$ cat config.mk
export PLATFORM = sky130hd
export DESIGN_NAME = stuffed_header_bit_reader_unit_flat
export DESIGN_NICKNAME = d
export VERILOG_FILES = /design/src/rtl/core/shbr_pkg.sv /design/src/rtl/core/shbr_if.sv /design/src/rtl/core/stuffed_header_bit_reader_unit.sv /design/src/rtl/core/shbr_front.sv /design/src/rtl/core/shbr_queue.sv /design/src/rtl/core/shbr_back.sv /design/src/flat_wrapper.sv
export SDC_FILE = /design/constraint.sdc
export NUM_CORES = 1
export LEC_CHECK = 0
export BUFFER_PORTS_ARGS = -buffer_cell sky130_fd_sc_hd__clkbuf_2
export CELL_PAD_IN_SITES_DETAIL_PLACEMENT = 2
export CELL_PAD_IN_SITES_GLOBAL_PLACEMENT = 2
export CORE_ASPECT_RATIO = 0.9
export CORE_MARGIN = 5
export CORE_UTILIZATION = 40
export DETAILED_ROUTE_END_ITERATION = 6
export GPL_TIMING_DRIVEN = 0
export PLACE_DENSITY = 0.9
export SYNTH_ARGS = -nofsm -noshare
export SYNTH_HDL_FRONTEND = slang
export SYNTH_SLANG_ARGS = --single-unit
$ cat constraint.sdc
create_clock -name clk -period 4.45 [get_ports clk]
set_clock_uncertainty 0.15 [all_clocks]
set_input_delay 0.89 -clock clk [delete_from_list [all_inputs] [get_ports clk]]
set_output_delay 0.89 -clock clk [all_outputs]
set_load 0.01 [all_outputs]
$ cat src/rtl/core/shbr_pkg.sv
// Shared types and constants for the stuffed header bit reader.
// No dependencies; every other file of the block imports this package.
package shbr_pkg;

	localparam int CMD_W    = 2;
	localparam int BYTE_W   = 8;
	localparam int CNT_W    = 6;
	localparam int STATUS_W = 2;
	localparam int DATA_W   = 32;
	localparam int DROP_W   = 6;

	// Depth of the queue between the front and back parts; a power of two.
	localparam int QDEPTH = 2;
	localparam int QPTR_W = $clog2(QDEPTH);
	localparam int QCNT_W = $clog2(QDEPTH + 1);

	localparam logic [BYTE_W-1:0] BYTE_FF = 8'hFF;

	typedef enum logic [CMD_W-1:0] {
		CMD_PUSH = 2'd0,
		CMD_READ = 2'd1,
		CMD_SYNC = 2'd2,
		CMD_NONE = 2'd3
	} cmd_t;

	typedef enum logic [STATUS_W-1:0] {
		ST_OK    = 2'd0,
		ST_SHORT = 2'd1,
		ST_FULL  = 2'd2
	} status_t;

	// One classified command word as it travels through the queue.
	typedef struct packed {
		cmd_t              op;
		logic [BYTE_W-1:0] byte_val;
		logic [CNT_W-1:0]  bit_cnt;
		logic              cnt_zero;
		logic              cnt_over;
		logic              byte_ff;
	} entry_t;

endpackage

$ cat src/rtl/core/shbr_if.sv
// Valid/ready channel interfaces for the command and result words.
// Depends on shbr_pkg for field widths.
interface shbr_in_if import shbr_pkg::*; ();
	logic              valid;
	logic              ready;
	logic [CMD_W-1:0]  command;
	logic [BYTE_W-1:0] byte_in;
	logic [CNT_W-1:0]  bit_count;

	modport source (output valid, command, byte_in, bit_count, input ready);
	modport sink (input valid, command, byte_in, bit_count, output ready);
endinterface

interface shbr_out_if import shbr_pkg::*; ();
	logic                valid;
	logic                ready;
	logic [STATUS_W-1:0] status;
	logic [DATA_W-1:0]   bits_out;
	logic [DROP_W-1:0]   dropped_bits;
	logic                stuff_owed;

	modport source (output valid, status, bits_out, dropped_bits, stuff_owed, input ready);
	modport sink (input valid, status, bits_out, dropped_bits, stuff_owed, output ready);
endinterface

$ cat src/rtl/core/stuffed_header_bit_reader_unit.sv
// An accepted word is written into the queue; the back part then executes it and registers
// its result. Throughput: one word per cycle while rsp.ready holds; each word takes one
// pass of the execute step on the bit store, and a two-entry queue decouples both sides.
// Reset (arst_n low, asynchronous) empties the queue, clears the bit store, the fill
// count and the 0xFF flag, and drops any result word that was waiting.
module stuffed_header_bit_reader_unit import shbr_pkg::*; #(
	parameter int STORE_BITS = 48,
	parameter int MAX_READ   = 32
) (
	input  logic       clk,
	input  logic       arst_n,
	shbr_in_if.sink    req,
	shbr_out_if.source rsp
);

	logic   q_push;
	logic   q_full;
	logic   q_pop;
	logic   q_empty;
	entry_t q_in;
	entry_t q_head;

	shbr_front #(
		.MAX_READ (MAX_READ)
	) u_front (
		.req     (req),
		.q_full  (q_full),
		.q_push  (q_push),
		.q_entry (q_in)
	);

	shbr_queue u_queue (
		.clk       (clk),
		.arst_n    (arst_n),
		.push      (q_push),
		.push_data (q_in),
		.full      (q_full),
		.pop       (q_pop),
		.pop_data  (q_head),
		.empty     (q_empty)
	);

	shbr_back #(
		.STORE_BITS (STORE_BITS)
	) u_back (
		.clk        (clk),
		.arst_n     (arst_n),
		.head       (q_head),
		.head_valid (!q_empty),
		.pop        (q_pop),
		.rsp        (rsp)
	);

endmodule

$ cat src/rtl/core/shbr_front.sv
// Front part: accepts command words and classifies them for the back part.
// Depends on shbr_pkg and shbr_in_if.
module shbr_front import shbr_pkg::*; #(
	parameter int MAX_READ = 32
) (
	shbr_in_if.sink  req,
	input  logic     q_full,
	output logic     q_push,
	output entry_t   q_entry
);

	assign req.ready = !q_full;
	assign q_push    = req.valid && !q_full;

	always_comb begin
		q_entry.op       = cmd_t'(req.command);
		q_entry.byte_val = req.byte_in;
		q_entry.bit_cnt  = req.bit_count;
		q_entry.cnt_zero = (req.bit_count == '0);
		q_entry.cnt_over = (req.bit_count > CNT_W'(MAX_READ));
		q_entry.byte_ff  = (req.byte_in == BYTE_FF);
	end

endmodule

$ cat src/rtl/core/shbr_queue.sv
// Short queue of classified command words between the front and back parts.
// Depends on shbr_pkg.
module shbr_queue import shbr_pkg::*; (
	input  logic   clk,
	input  logic   arst_n,
	input  logic   push,
	input  entry_t push_data,
	output logic   full,
	input  logic   pop,
	output entry_t pop_data,
	output logic   empty
);

	entry_t              mem_q [QDEPTH];
	logic [QPTR_W-1:0]   wr_ptr_q;
	logic [QPTR_W-1:0]   rd_ptr_q;
	logic [QCNT_W-1:0]   count_q;

	assign full     = (count_q == QCNT_W'(QDEPTH));
	assign empty    = (count_q == '0);
	assign pop_data = mem_q[rd_ptr_q];

	always_ff @(posedge clk) begin
		if (push) begin
			mem_q[wr_ptr_q] <= push_data;
		end
	end

	always_ff @(posedge clk or negedge arst_n) begin
		if (!arst_n) begin
			wr_ptr_q <= '0;
			rd_ptr_q <= '0;
			count_q  <= '0;
		end else begin
			if (push) begin
				wr_ptr_q <= wr_ptr_q + 1'b1;
			end
			if (pop) begin
				rd_ptr_q <= rd_ptr_q + 1'b1;
			end
			if (push && !pop) begin
				count_q <= count_q + 1'b1;
			end else if (pop && !push) begin
				count_q <= count_q - 1'b1;
			end
		end
	end

	a_no_overflow: assert property (@(posedge clk) disable iff (!arst_n)
		!(push && full))
		else $error("queue written while full");

	a_no_underflow: assert property (@(posedge clk) disable iff (!arst_n)
		!(pop && empty))
		else $error("queue read while empty");

endmodule

$ cat src/rtl/core/shbr_back.sv
// Back part: owns the bit store, executes push, read and synchronize words,
// and holds the result word in an output register. Depends on shbr_pkg, shbr_out_if.
module shbr_back import shbr_pkg::*; #(
	parameter int STORE_BITS = 48
) (
	input  logic      clk,
	input  logic      arst_n,
	input  entry_t    head,
	input  logic      head_valid,
	output logic      pop,
	shbr_out_if.source rsp
);

	localparam int FW = $clog2(STORE_BITS + 1);

	logic [STORE_BITS-1:0] store_q;
	logic [FW-1:0]         fill_q;
	logic                  ff_q;

	logic                  out_valid_q;
	status_t               status_q;
	logic [DATA_W-1:0]     bits_q;
	logic [DROP_W-1:0]     dropped_q;
	logic                  owed_q;

	logic [STORE_BITS-1:0] store_d;
	logic [FW-1:0]         fill_d;
	logic                  ff_d;
	status_t               status_d;
	logic [DATA_W-1:0]     bits_d;
	logic [DROP_W-1:0]     dropped_d;
	logic                  owed_d;

	logic [3:0]            add;
	logic [FW:0]           fill_sum;
	logic [STORE_BITS-1:0] push_store;
	logic                  read_short;
	logic [FW-1:0]         sh;
	logic [STORE_BITS-1:0] shifted;
	logic [DATA_W-1:0]     lsb_mask;
	logic [STORE_BITS-1:0] keep_mask;

	assign pop = head_valid && (!out_valid_q || rsp.ready);

	always_comb begin
		// After a 0xFF byte, the top bit of the next byte is a stuffed zero.
		add        = ff_q ? 4'd7 : 4'd8;
		fill_sum   = {1'b0, fill_q} + (FW+1)'(add);
		push_store = ff_q ? {store_q[STORE_BITS-8:0], head.byte_val[6:0]}
		                  : {store_q[STORE_BITS-9:0], head.byte_val};
		read_short = head.cnt_over || ((FW+1)'(head.bit_cnt) > {1'b0, fill_q});
		sh         = fill_q - FW'(head.bit_cnt);
		shifted    = store_q >> sh;
		lsb_mask   = {DATA_W{1'b1}} >> (CNT_W'(DATA_W) - head.bit_cnt);
		keep_mask  = ~({STORE_BITS{1'b1}} << sh);

		store_d   = store_q;
		fill_d    = fill_q;
		ff_d      = ff_q;
		status_d  = ST_OK;
		bits_d    = '0;
		dropped_d = '0;
		owed_d    = 1'b0;

		case (head.op)
			CMD_PUSH: begin
				if (fill_sum > (FW+1)'(STORE_BITS)) begin
					status_d = ST_FULL;
				end else begin
					store_d = push_store;
					fill_d  = fill_sum[FW-1:0];
					ff_d    = head.byte_ff;
				end
			end
			CMD_READ: begin
				if (head.cnt_zero) begin
					status_d = ST_OK;
				end else if (read_short) begin
					status_d = ST_SHORT;
				end else begin
					bits_d  = shifted[DATA_W-1:0] & lsb_mask;
					fill_d  = sh;
					store_d = store_q & keep_mask;
				end
			end
			CMD_SYNC: begin
				dropped_d = DROP_W'(fill_q);
				owed_d    = ff_q;
				store_d   = '0;
				fill_d    = '0;
				ff_d      = 1'b0;
			end
			default: begin
			end
		endcase
	end

	always_ff @(posedge clk or negedge arst_n) begin
		if (!arst_n) begin
			store_q     <= '0;
			fill_q      <= '0;
			ff_q        <= 1'b0;
			out_valid_q <= 1'b0;
		end else begin
			if (pop) begin
				store_q     <= store_d;
				fill_q      <= fill_d;
				ff_q        <= ff_d;
				out_valid_q <= 1'b1;
			end else if (rsp.ready) begin
				out_valid_q <= 1'b0;
			end
		end
	end

	always_ff @(posedge clk) begin
		if (pop) begin
			status_q  <= status_d;
			bits_q    <= bits_d;
			dropped_q <= dropped_d;
			owed_q    <= owed_d;
		end
	end

	assign rsp.valid        = out_valid_q;
	assign rsp.status       = status_q;
	assign rsp.bits_out     = bits_q;
	assign rsp.dropped_bits = dropped_q;
	assign rsp.stuff_owed   = owed_q;

	a_fill_bound: assert property (@(posedge clk) disable iff (!arst_n)
		fill_q <= FW'(STORE_BITS))
		else $error("bit fill exceeds store size");

	a_store_clean: assert property (@(posedge clk) disable iff (!arst_n)
		(store_q >> fill_q) == '0)
		else $error("stale bits above the fill level");

	a_sync_clears: assert property (@(posedge clk) disable iff (!arst_n)
		(pop && head.op == CMD_SYNC) |=> (fill_q == '0 && !ff_q))
		else $error("synchronize left bits in the store");

endmodule
$ cat src/flat_wrapper.sv
// flat-port wrapper written by rule: the top's interface ports become plain ports
module stuffed_header_bit_reader_unit_flat import shbr_pkg::*;
#(
	parameter int STORE_BITS = 48,
	parameter int MAX_READ   = 32
)
  (clk, arst_n, req_valid, req_command, req_byte_in, req_bit_count, req_ready, rsp_valid, rsp_status, rsp_bits_out, rsp_dropped_bits, rsp_stuff_owed, rsp_ready);
  shbr_in_if req_i ();
  shbr_out_if rsp_i ();
  input  logic clk;
  input  logic arst_n;
  input wire logic [$bits(req_i.valid)-1:0] req_valid;
  input wire logic [$bits(req_i.command)-1:0] req_command;
  input wire logic [$bits(req_i.byte_in)-1:0] req_byte_in;
  input wire logic [$bits(req_i.bit_count)-1:0] req_bit_count;
  output wire logic [$bits(req_i.ready)-1:0] req_ready;
  output wire logic [$bits(rsp_i.valid)-1:0] rsp_valid;
  output wire logic [$bits(rsp_i.status)-1:0] rsp_status;
  output wire logic [$bits(rsp_i.bits_out)-1:0] rsp_bits_out;
  output wire logic [$bits(rsp_i.dropped_bits)-1:0] rsp_dropped_bits;
  output wire logic [$bits(rsp_i.stuff_owed)-1:0] rsp_stuff_owed;
  input wire logic [$bits(rsp_i.ready)-1:0] rsp_ready;
  assign req_i.valid = req_valid;
  assign req_i.command = req_command;
  assign req_i.byte_in = req_byte_in;
  assign req_i.bit_count = req_bit_count;
  assign req_ready = req_i.ready;
  assign rsp_valid = rsp_i.valid;
  assign rsp_status = rsp_i.status;
  assign rsp_bits_out = rsp_i.bits_out;
  assign rsp_dropped_bits = rsp_i.dropped_bits;
  assign rsp_stuff_owed = rsp_i.stuff_owed;
  assign rsp_i.ready = rsp_ready;
  stuffed_header_bit_reader_unit #(.STORE_BITS(STORE_BITS), .MAX_READ(MAX_READ)) u_core (.clk(clk), .arst_n(arst_n), .req(req_i), .rsp(rsp_i));
endmodule
==> results of run 1 <==
==> kinds of logic (layout without fill, tap and decap cells) <==
group | count (synthesis) | in the layout | share of synthesized area (%)
AOI/OAI and AO/OA | 287 | 287 | 18.2
and+or+nand+nor | 273 | 273 | 13.6
muxes | 149 | 149 | 19.1
DFF | 139 | 139 | 40.5
buffers and inverters | 92 | 186 | 4.29
adders and majority gates | 21 | 21 | 2.91
xor gates and xnor gates | 14 | 14 | 1.36
==> path summary, 6_finish.rpt <==
kind | from | end | slack (ns) | depth (start not counted)
max in group asynchronous | arst_n | u_core.u_queue.wr_ptr_q | 3.14 | 1
min | u_core.u_back.rsp.valid | u_core.u_back.rsp.valid | 0.36 | 2
min in group asynchronous | arst_n | u_core.u_back.fill_q[1] | 0.42 | 1
max | u_core.u_queue.rd_ptr_q | u_core.u_back.rsp.bits_out[4] | -0.18 | 16
min reg2reg | u_core.u_back.rsp.valid | u_core.u_back.rsp.valid | 0.36 | 2
max reg2reg | u_core.u_queue.rd_ptr_q | u_core.u_back.rsp.bits_out[4] | -0.18 | 16
==> state kept, by name (all words and copies together) (netlist names), 2 cells and up <==
register	cells
u_core.u_queue.count_q	2
u_core.u_back.rsp.status	2
u_core.u_back.store_q	48
u_core.u_queue.mem_q	38
u_core.u_back.rsp.bits_out	32
u_core.u_back.fill_q	6
u_core.u_back.rsp.dropped_bits	6
==> final cells by class <==
cell class	instances	area, um^2	area share [%]
Clock buffer	17	425	3.76
Tap cell	302	378	3.34
Clock inverter	15	228	2.01
Timing Repair Buffer	64	335	2.97
Sequential cell	139	3870	34.3
Inverter	19	71.3	0.631
Multi-Input combinational cell	744	5560	49.2
Buffer	71	433	3.83
==> cells in the final DEF (no fill, tap or decap), drive strengths merged, types with 10 or more instances in the layout <==
cell type / instances
dfrtp: 60
clkbuf: 115
nor3: 21
buf: 37
nor2: 84
mux4: 25
edfxtp: 79
o21a: 10
inv: 28
a21oi: 59
mux2: 17
and2: 14
ha: 19
o21ai: 133
mux2i: 107
a31oi: 17
nand2: 97
nand3: 11
==> metrics by stage <==
stage          setup TNS (ns)  hold WS (ns)  worst slack (ns)  instance area (um^2)  utilization (%)
3_3_place_gp           -26.91         0.325            -0.868                 10200             43.6
3_5_place_dp           -61.50         0.365             -1.23                 10300             43.7
4_1_cts                     0         0.370            0.0180                 11100             47.4
6_report               -0.179         0.364            -0.179                 11300             48.1
2_1_floorplan               0         0.311             0.379                  9560                -
5_1_grt                -0.546         0.409            -0.145                 11300             48.1
==> layer usage <==
layer	track usage, %	vias up
met4	25.5	2
met3	8.84	300
met2	63.0	772
met1	42.4	4964
met5	0	-
li1	-	3806
==> worst max-delay path, cell delays in order (launching register included) <==
cell and delay (ns):
dfrtp_1 0.42, buf_12 0.19, buf_8 0.19, mux2i_2 0.27, inv_1 0.14, ha_1 0.24
inv_1 0.15, fa_2 0.49, buf_4 0.20, inv_1 0.11, buf_6 0.21, mux2i_1 0.41
nor2_1 0.09, a2111oi_0 0.62, a21oi_1 0.14, a32oi_1 0.25, nor2_1 0.07
==> what timing repair did <==
item	in CTS	in global routing
pin swaps	0	3
setup endpoints to repair	86	84
buffers inserted	0	1
gates resized for setup	72	55
==> flow_metrics.env, run 1 <==
export IMPL_cts_root_buffer="clkbuf_16"
export IMPL_vias=9844
export IMPL_yosysTopAreaCellShare_pct=24.8
export IMPL_viasPerCell=7.18
export IMPL_setup_viol=2
export IMPL_ys_seq_elements=139
export IMPL_final_min_clock_period_ns=4.63
export IMPL_ctsHoldBuffers=0
export IMPL_syn_avg_cell_area_um2=9.80
export IMPL_met3_length_um=4500
export IMPL_cts_num_sinks=139
export IMPL_io_pins=63
export IMPL_drt_wl_total_um=51100
export IMPL_top_layer="met5"
export IMPL_yosysSeqAreaShare_pct=40.5
export IMPL_area_growth_pct=18.2
export IMPL_synth_area_um2=9560
export IMPL_wl_met1_um=18200
export IMPL_fill_cells=2429
export IMPL_cts_tree="done"
export IMPL_grt_max_degree=61
export IMPL_hold_class="reg -> reg"
export IMPL_tightest_slew_ns=1.13
export IMPL_synthTopCellsByCount="131 x o21ai_0, 106 x mux2i_1, 96 x nand2_1, 84 x nor2_1, 79 x edfxtp_1"
export IMPL_port_buffers=62
export IMPL_cts_buffers=17
export IMPL_violations="negative setup slack"
export IMPL_postSynthCellCount=975
export IMPL_yosysTopAreaCell="edfxtp_1"
export IMPL_fmax_mhz=216
export IMPL_post_route_period_util_pct=104
export IMPL_start_util_pct=40.7
export IMPL_rsz0062_at_grt="yes"
export IMPL_stdcell_count=1371
export IMPL_wl_per_cell_um=37.3
export IMPL_htreeDepth=4
export IMPL_synthArstFlopShare_pct=43.2
export IMPL_status="finished, violations left"
export IMPL_yosysUniqueCellTypes=79
export IMPL_critPathMaxFanout=15
export IMPL_final_nets=1097
export IMPL_fin_ws_ns=-0.179
export IMPL_synth_edff_count=79
export IMPL_drc_errors=0
export IMPL_cp_data_arrival_time_ns=4.69
export IMPL_synth_most_common_cell="o21ai_0"
export IMPL_antenna_found_initial=1
export IMPL_syn_num_nets=1016
export IMPL_slew_headroom_pct=24.4
export IMPL_startpoint_type="flip-flop"
export IMPL_worst_setup_path_type="reg -> reg"
export IMPL_end_kind="flip-flop"
export IMPL_drt_pre_antenna_iters=5
export IMPL_cts_clk_slew_worst_paths_ns=0.08
export IMPL_drive_above_1_share_pct=24.3
export IMPL_max_clock_path_buffers=2
export IMPL_yosys_warnings=0
export IMPL_critical_path_required_ns=4.51
export IMPL_grt_pass1_vias=10700
export IMPL_dieWidth_um=173
export IMPL_drt_initial_drc_count=1215
export IMPL_hold_viol_final=0
export IMPL_drv_cap=0
export IMPL_fp_dieH_um=157
export IMPL_rows=53
export IMPL_dp_hpwl_um=32900
export IMPL_dieArea_um2=27100
export IMPL_synth_area_top_cells="edfxtp_1 25%, dfrtp_1 16%, mux2i_1 11%"
export IMPL_clock_latency_ns=0.47
export IMPL_diodes=0
export IMPL_wl_met2_um=24200
export IMPL_core_area_um2=23500
export IMPL_grt_util_all_layers_pct=37.3
export IMPL_grt_ovfl_total=0
export IMPL_grt_pass1_wl_um=74700
export IMPL_ant_nets=0
export IMPL_synthFlopType="edfxtp_1"
export IMPL_placedCellCount=1340
export IMPL_globalplace_congestion=0.940
export IMPL_drv_slew=0
Power of run 1 is left out: the tool's default activity adds up to more than one toggle a clock period on the data nets, which glitch-free logic cannot reach.
==> run 2: changes to the inputs <==
--- a/config.mk
+++ b/config.mk
@@ -10,10 +10,11 @@
 export CELL_PAD_IN_SITES_GLOBAL_PLACEMENT = 2
 export CORE_ASPECT_RATIO = 0.9
 export CORE_MARGIN = 5
-export CORE_UTILIZATION = 40
+export CORE_UTILIZATION = 43
 export DETAILED_ROUTE_END_ITERATION = 6
 export GPL_TIMING_DRIVEN = 0
-export PLACE_DENSITY = 0.9
+export PLACE_DENSITY = 0.95
 export SYNTH_ARGS = -nofsm -noshare
 export SYNTH_HDL_FRONTEND = slang
+export SYNTH_HIERARCHICAL = 1
 export SYNTH_SLANG_ARGS = --single-unit
==> constraint.sdc (replaced) <==
create_clock -name clk -period 5.97 [get_ports clk]
set_clock_uncertainty 0.15 [all_clocks]
set_input_delay 1.194 -clock clk [delete_from_list [all_inputs] [get_ports clk]]
set_output_delay 1.194 -clock clk [all_outputs]
set_load 0.01 [all_outputs]
==> flow_metrics.env, run 2 <==
export IMPL_largest_reg_flops=48
export IMPL_drt_pre_antenna_iters=6
export IMPL_cts_root_buffer="clkbuf_16"
export IMPL_hold_worst_slack_ns=0.366
export IMPL_most_common_layout_cells="114 x nand2_1, 99 x o21ai_0, 85 x nor2_1"
export IMPL_synthArstFlopShare_pct=43.2
export IMPL_io_pins=63
export IMPL_setup_tns_ns=0
export IMPL_final_min_clock_period_ns=5.65
export IMPL_cts_resized=0
export IMPL_ys_seq_elements=139
export IMPL_synth_most_common_cell="nand2_1"
export IMPL_drc_errors=0
export IMPL_grt_pass1_vias=11600
export IMPL_drt_wl_total_um=56300
export IMPL_cts_clk_slew_worst_paths_ns=0.07
export IMPL_synth_area_top_cells="edfxtp_1 23%, dfrtp_1 15%, mux2i_1 7.6%"
export IMPL_post_route_period_util_pct=94.6
export IMPL_wl_per_cell_um=39.3
export IMPL_cp_data_arrival_time_ns=5.69
export IMPL_cts_buffers=17
export IMPL_yosys_warnings=6
export IMPL_synth_edff_count=79
export IMPL_grt_max_degree=61
export IMPL_drv_cap=0
export IMPL_cts_num_sinks=139
export IMPL_viasPerCell=7.55
export IMPL_antenna_found_initial=3
export IMPL_area_growth_pct=13.1
export IMPL_ant_nets=0
export IMPL_max_clock_path_buffers=2
export IMPL_cpMostUsedCell="buf_4"
export IMPL_syn_avg_cell_area_um2=9.80
export IMPL_top_register="u_core/u_back/store_q"
export IMPL_startpoint_type="flip-flop"
export IMPL_critPathMaxFanout=10
export IMPL_final_common_cell="nand2_1"
export IMPL_setup_viol=0
export IMPL_place_area_um2=10900
export IMPL_vias=10800
export IMPL_yosysUniqueCellTypes=77
export IMPL_yosysTopAreaCellShare_pct=23.4
export IMPL_crit_chain="buf_6 -> mux2_4 -> ha_1 -> fa_1 -> buf_4 -> buf_6 -> buf_4 -> buf_4 -> nand2_1 -> nor2_1 -> a21oi_1 -> a31oi_2 -> nor2_1 -> nor4_2"
export IMPL_yosysTopAreaCell="edfxtp_1"
export IMPL_syn_num_nets=1077
export IMPL_final_util_pct=49.3
export IMPL_dieArea_um2=26800
export IMPL_grt_util_all_layers_pct=42.0
export IMPL_fp_dieH_um=156
export IMPL_hold_viol_final=0
export IMPL_grt_ovfl_total=0
export IMPL_core_area_um2=23300
export IMPL_synthFlopType="edfxtp_1"
export IMPL_drive_above_1_share_pct=22.1
export IMPL_drv_slew=0
export IMPL_final_nets=1158
export IMPL_htreeDepth=4
export IMPL_dp_hpwl_um=36200
export IMPL_drt_initial_drc_count=1660
export IMPL_start_util_pct=43.6
export IMPL_fmax_mhz=177
export IMPL_dieWidth_um=172
export IMPL_fill_cells=2422
export IMPL_rows=53
export IMPL_r2r_slack_ns=0.32
export IMPL_tightest_slew_ns=1.25
export IMPL_cts_setup_buffers=0
export IMPL_worst_setup_path_type="reg -> reg"
export IMPL_yosysSeqAreaShare_pct=38.2
export IMPL_clock_latency_ns=0.48
export IMPL_crit_slowest_cell="nor2_1"
export IMPL_cts_tree="done"
export IMPL_end_kind="flip-flop"
export IMPL_postLayoutCellArea_um2=11500
export IMPL_slew_headroom_pct=17.0
export IMPL_ctsHoldBuffers=0
export IMPL_postSynthCellCount=1036
export IMPL_status="completed"
export IMPL_critical_path_required_ns=6.02
export IMPL_grt_pass1_wl_um=81700
export IMPL_synthTopCellsByCount="114 x nand2_1, 99 x o21ai_0, 85 x nor2_1, 79 x edfxtp_1, 77 x mux2i_1"
export IMPL_hold_class="reg -> reg"
export IMPL_globalplace_congestion=0.958
export IMPL_rsz0062_at_grt="no"
export IMPL_port_buffers=60
export IMPL_cp_slowest_stage_delay_ns=0.85
export IMPL_synth_area_um2=10100
## run 2: cell types whose count changed after synthesis, moves of 13 or more
cell      before  now
o21ai_0      131   99
mux2i_1      106   77
buf_4          3   28
nand3_1       11   35
mux2_4         0   19
nand2_1       96  114
a211oi_1       7   23
inv_1         19   32
## run 2: layout make-up
cell class              count  area [um^2]  area share, %
clock inverters            15          183           1.59
clock buffers              17          425           3.71
plain buffers              92          592           5.16
diodes                      1         2.50         0.0218
inverters                  32          120           1.05
repair buffers             62          338           2.94
well taps                 302          378           3.29
flip-flops and latches    139         3870           33.7
multi-input cells         773         5570           48.5
## run 2: layer usage
layer  vias to the layer above  part of all wire, %  global-route usage, %
li1                       3972                    -                      -
met1                      5336                   33                   47.1
met2                      1092                   45                   65.6
met3                       417                   12                   14.9
met4                         6                  9.8                   31.4
met5                         -                0.064                      0
## run 2: cell families (layout without fill, tap and decap cells)
logic type               Yosys count  in the layout  synth area share [%]
AND/OR/NAND/NOR                  322            322                  14.8
AO/OA/AOI/OAI                    275            275                  16.9
multiplexers                     139            139                  18.7
flip-flops                       139            139                  38.2
buffers and inverters            124            218                  7.01
adder cells (fa/ha/maj)           21             21                  2.74
XOR/XNOR                          16             16                  1.75
other                              0              1                     0
## run 2: worst paths after layout
check	start	to	cells after the start
worst min-delay path	u_core/u_queue/count_q[1]	u_core/u_queue/count_q[1]	1
max in group asynchronous	arst_n	u_core/u_back/store_q[5]	1
worst max register to register	u_core/u_queue/rd_ptr_q	u_core/u_back/rsp.bits_out[23]	14
worst min register to register	u_core/u_queue/count_q[1]	u_core/u_queue/count_q[1]	1
min in group asynchronous	arst_n	u_core/u_back/store_q[28]	1
worst max-delay path	u_core/u_queue/rd_ptr_q	u_core/u_back/rsp.bits_out[23]	14
## run 2: worst max-delay path, delay by kind of cell, from the launching register on
kind,cells,cell delay [ns]
DFF,1,0.41
AOI/OAI and AO/OA,2,0.89
and+or+nand+nor,4,1.58
muxes,1,0.37
adders and majority gates,2,0.80
buffers and inverters,5,1.16
## run 2: per-stage QoR
step	std cells	worst slack, ns
after floorplan	1036	2.32
after global placement	1398	1.52
after detailed placement	1400	1.24
after CTS	1432	0.997
after global routing	1432	0.535
final	1433	0.322
Power of run 2 is left out for the same reason.
